**src/rtl/core/edv_pkg.sv**
```systemverilog
package edv_pkg;

	// Width of one angle field, signed, in fractional degree units.
	localparam int ANGLE_W = 13;

	// Fixed-point constants for the series evaluation of the trig table.
	localparam longint unsigned Q30_ONE = 64'd1 << 30;
	localparam longint unsigned PI_Q30  = 64'd3373259426;

	// Load enables for the three stages of one trig lane.
	typedef struct packed {
		logic s1;
		logic s2;
		logic s3;
	} edv_lane_en_t;

	// Load enables for the two stages of one output row.
	typedef struct packed {
		logic s6;
		logic s7;
	} edv_row_en_t;

endpackage

```
**src/rtl/core/edv_row.sv**
```systemverilog
module edv_row #(
	parameter int COORD_BITS     = 16,
	parameter int TRIG_FRAC_BITS = 15
) (
	input  logic                              clk,
	input  edv_pkg::edv_row_en_t              en,
	input  logic signed [TRIG_FRAC_BITS+2:0]  e0,
	input  logic signed [TRIG_FRAC_BITS+2:0]  e1,
	input  logic signed [TRIG_FRAC_BITS+2:0]  e2,
	input  logic signed [COORD_BITS-1:0]      x,
	input  logic signed [COORD_BITS-1:0]      y,
	input  logic signed [COORD_BITS-1:0]      z,
	output logic signed [COORD_BITS-1:0]      rot,
	output logic                              clip
);
	import edv_pkg::*;

	localparam int EW = TRIG_FRAC_BITS + 3;
	localparam int PW = EW + COORD_BITS;
	localparam int SW = PW + 2;
	localparam logic signed [SW-1:0] HALF_LSB = SW'(64'sd1 <<< (TRIG_FRAC_BITS - 1));
	localparam logic signed [SW-1:0] MAX_V    = SW'((64'sd1 <<< (COORD_BITS - 1)) - 64'sd1);
	localparam logic signed [SW-1:0] MIN_V    = SW'(-(64'sd1 <<< (COORD_BITS - 1)));

	// Stage 6: the three entry-by-coordinate products.
	logic signed [PW-1:0] p0_s6;
	logic signed [PW-1:0] p1_s6;
	logic signed [PW-1:0] p2_s6;

	always_ff @(posedge clk) begin
		if (en.s6) begin
			p0_s6 <= PW'(e0) * PW'(x);
			p1_s6 <= PW'(e1) * PW'(y);
			p2_s6 <= PW'(e2) * PW'(z);
		end
	end

	// Stage 7: sum, round to nearest with ties up, and saturate.
	logic signed [SW-1:0] sum_c;
	logic signed [SW-1:0] rnd_c;

	assign sum_c = SW'(p0_s6) + SW'(p1_s6) + SW'(p2_s6) + HALF_LSB;
	assign rnd_c = sum_c >>> TRIG_FRAC_BITS;

	always_ff @(posedge clk) begin
		if (en.s7) begin
			priority if (rnd_c > MAX_V) begin
				rot  <= COORD_BITS'(MAX_V);
				clip <= 1'b1;
			end else if (rnd_c < MIN_V) begin
				rot  <= COORD_BITS'(MIN_V);
				clip <= 1'b1;
			end else begin
				rot  <= COORD_BITS'(rnd_c);
				clip <= 1'b0;
			end
		end
	end

endmodule

```
**config.mk**
```make
export PLATFORM = sky130hd
export DESIGN_NAME = edv_row
export DESIGN_NICKNAME = d
export VERILOG_FILES = /design/src/rtl/core/edv_pkg.sv /design/src/rtl/core/edv_row.sv
export SDC_FILE = /design/constraint.sdc
export NUM_CORES = 2
export LEC_CHECK = 0
export BUFFER_PORTS_ARGS = -buffer_cell sky130_fd_sc_hd__buf_4
export CORE_MARGIN = 1.5
export CORE_UTILIZATION = 25
export DETAILED_ROUTE_END_ITERATION = 12
export PLACE_DENSITY_LB_ADDON = 0.15
export SLEW_MARGIN = 10
export SYNTH_ARGS = -nofsm -noshare
export SYNTH_HDL_FRONTEND = slang
export SYNTH_SLANG_ARGS = --single-unit
```
**constraint.sdc**
```tcl
create_clock -name clk -period 9.5 [get_ports clk]
set_input_delay 1.9 -clock clk [delete_from_list [all_inputs] [get_ports clk]]
set_output_delay 1.9 -clock clk [all_outputs]
set_load 0.01 [all_outputs]
```
==> metrics.cfg <==
[sta]
max_freq_mhz = 124
hold_violations = 0
drv_slew = 0
fin_skew_ns = 0.00894
rsz0062_at_grt = false
tightest_slew_ns = 0.985
slew_headroom_pct = 32.6
period_share_pct = 85.0
finalCriticalPeriod_ns = 8.08
setup_viol = 0
timing.final.ws_setup_ns = 1.42
tns_ns = 0

[die]
die_w_um = 394
die_height_um = 394
top_level_ports = 122
die_area_um2 = 155000
floorplan.initialDensity_pct = 25.2
core_um2 = 152000
row_count = 143

[detailed_routing]
vias = 25300
drtIter0Drc = 998
vias_per_cell = 4.21
route.detailed.drc = 0
postRouteAntennaNets = 0
drt-total-wl_um = 102000
wl_per_cell_um = 17.0
drt_first_pass_iters = 5

[setup_path]
cp-start-kind = primary input
critPathCaptureType = register
reg2reg_setup_slack_ns = 4.73
cp.arrival_ns = 8.26
worstSetupPathType = primary input to register
timing.rr.start = p0_s6[4]$_DFFE_PP_
rr_endpoint = rot[10]$_SDFFCE_PN1P_
worstRegToRegCells = 13
cp_max_fo = 18
required_ns = 9.68

[cells_and_area]
area_growth_pct = 9.59
nets = 5287
post-route-util_pct = 27.6
antennaDiodeCount = 0
nFillCells = 16300
design_area_um2 = 41900
drive_gt1_share_pct = 4.54

[hold_path]
hold_class = register to register
hold_path_depth = 5
holdPathEnd = rot[15]$_SDFFCE_PN0P_
min_from = p2_s6[33]$_DFFE_PP_

[outcome]
outcome = finished, final reports clean

[logic_synthesis]
synth_flop_cell = edfxtp_1
synth_edf_count = 119
synth_warnings = 0
yosysMostFrequentCell = inv_1
syn_inst = 3939
ys_seq_elements = 119
synth_top_cell_area_share_pct = 47.3
ys_seq_area_share_pct = 9.34
ys_types = 62
yosys-top-cells-area = fa_1, ha_1, inv_1
synth.avg_cell_area_um2 = 9.71
ys_top_cells_by_count = inv_1, fa_1, nand2_1
synth_area_um2 = 38300
async_flop_share_pct = 0
yosys.area.top_type = fa_1
syn_nets = 5271

[global_route]
grt_pass1_vias = 28100
grt_max_degree = 61
grt_pass1_wl_um = 164000
antenna_found_initial = 5
grt.total_usage_pct = 13.6
grt_overflow = 0

[clock_network]
htree_levels = 4
cts_hold_buf = 0
post_cts_resized = 0
post-cts-setup-buffers = 0
clk_path_buf_depth = 2
clk_latency_ns = 0.44
cts.sinks = 119
cts_tree = yes
tritoncts.num_buffers = 17
cts_root_buf = clkbuf_16
cts.reportedPaths.clkPinSlew_ns = 0.06

[place]
dp_slack_ns = 0.958
place_congestion = 0.785
port_buffers = 121
hpwl_um = 85200
dpl_cell_area_um2 = 41200

[flow_run]
max_cap_violations = 0

[critical path, cell delays in order]
cell,delay (ns)
buf_4,0.22
nand2_1,0.11
fa_1,0.54
inv_1,0.05
fa_1,0.50
inv_1,0.05
fa_1,0.53
inv_1,0.05
fa_1,0.48
fa_1,0.49
inv_1,0.05
fa_1,0.47
inv_1,0.04
ha_1,0.35
a21o_1,0.18
a21oi_1,0.15
nor2b_1,0.08
a2111oi_0,0.84
o211a_1,0.28
a21oi_1,0.11
o21ai_0,0.26
a21oi_1,0.14
a211oi_1,0.27
xnor2_1,0.10
[area by class of cell]
cell class                 instances  area, µm²  share of cell area (%)
inverter                         984       3690                    8.81
clock inverter                    15        265                   0.633
tap                             2030       2540                    6.06
sequential                       119       3570                    8.52
multi-input combinational       2709      30500                    72.7
timing repair buffer             124        931                    2.22
clock buffer                      17        425                    1.01
[per-layer routing]
metal  up-vias  track usage, %  routed length, µm
met3        49           0.918               2240
li1      11700               -                  -
met5         -               0                  0
met2       334            23.2              49800
met4         0            1.75                960
met1     13200            19.4              49300
[metrics by stage]
step / cells / hold slack, ns
final: 5998 / 1.24
after floorplan: 3939 / 1.00
after global routing: 5998 / 1.38
after detailed placement: 5966 / 1.25
after CTS: 5998 / 1.28
after global placement: 5966 / 1.26
[flip-flops by register name (all words and copies together), names as in the netlist]
name	cells
clip	1
p0_s6	34
p1_s6	34
p2_s6	34
rot	16
[placed cells by master (no fill, tap or decap), drive strengths merged, types with 3 or more instances in the layout]
| master | n |
|---|---|
| ha | 324 |
| bufinv | 6 |
| o41a | 4 |
| nand2 | 438 |
| o21a | 10 |
| nand4 | 10 |
| a21oi | 106 |
| and3 | 4 |
| xnor2 | 101 |
| clkbuf | 17 |
| buf | 124 |
| nand2b | 30 |
| or2 | 4 |
| a21boi | 4 |
| nand3 | 22 |
| xor2 | 34 |
| a211oi | 10 |
| nor2 | 93 |
| a31oi | 3 |
| o21bai | 16 |
| inv | 989 |
| and2 | 416 |
| edfxtp | 119 |
| fa | 903 |
| a21o | 59 |
| a2111oi | 7 |
| o31ai | 4 |
| o21ai | 55 |
| a211o | 3 |
| nor2b | 7 |
| clkinv | 3 |
| o211ai | 6 |
| nor3 | 10 |
| o2111ai | 3 |
[cells by family (layout without fill, tap and decap cells)]
group / after synthesis / after routing / share of synthesized area [%]
AOI/OAI and AO/OA: 305 / 305 / 5.22
buffers and inverters: 1111 / 1140 / 10.9
xor gates and xnor gates: 135 / 135 / 3.11
DFF: 119 / 119 / 9.34
muxes: 1 / 1 / 0.0262
adders and majority gates: 1227 / 1227 / 57.8
and+or+nand+nor: 1041 / 1041 / 13.5
[how the worst max path moves through the flow]
stage | from | to | slack (ns) | depth (start not counted)
final | x[7] | p0_s6[33]$_DFFE_PP_ | 1.42 | 24
after global routing | e0[7] | p0_s6[33]$_DFFE_PP_ | 0.96 | 24
after CTS | x[7] | p0_s6[33]$_DFFE_PP_ | 1.44 | 24
after detailed placement | x[7] | p0_s6[33]$_DFFE_PP_ | 0.96 | 24
after global placement | z[7] | p2_s6[33]$_DFFE_PP_ | 1.03 | 24
after floorplan | x[7] | p0_s6[32]$_DFFE_PP_ | 1.51 | 24
Power is not shown: default switching activity piles up to over one toggle a cycle in this logic, so the estimate is an artifact.
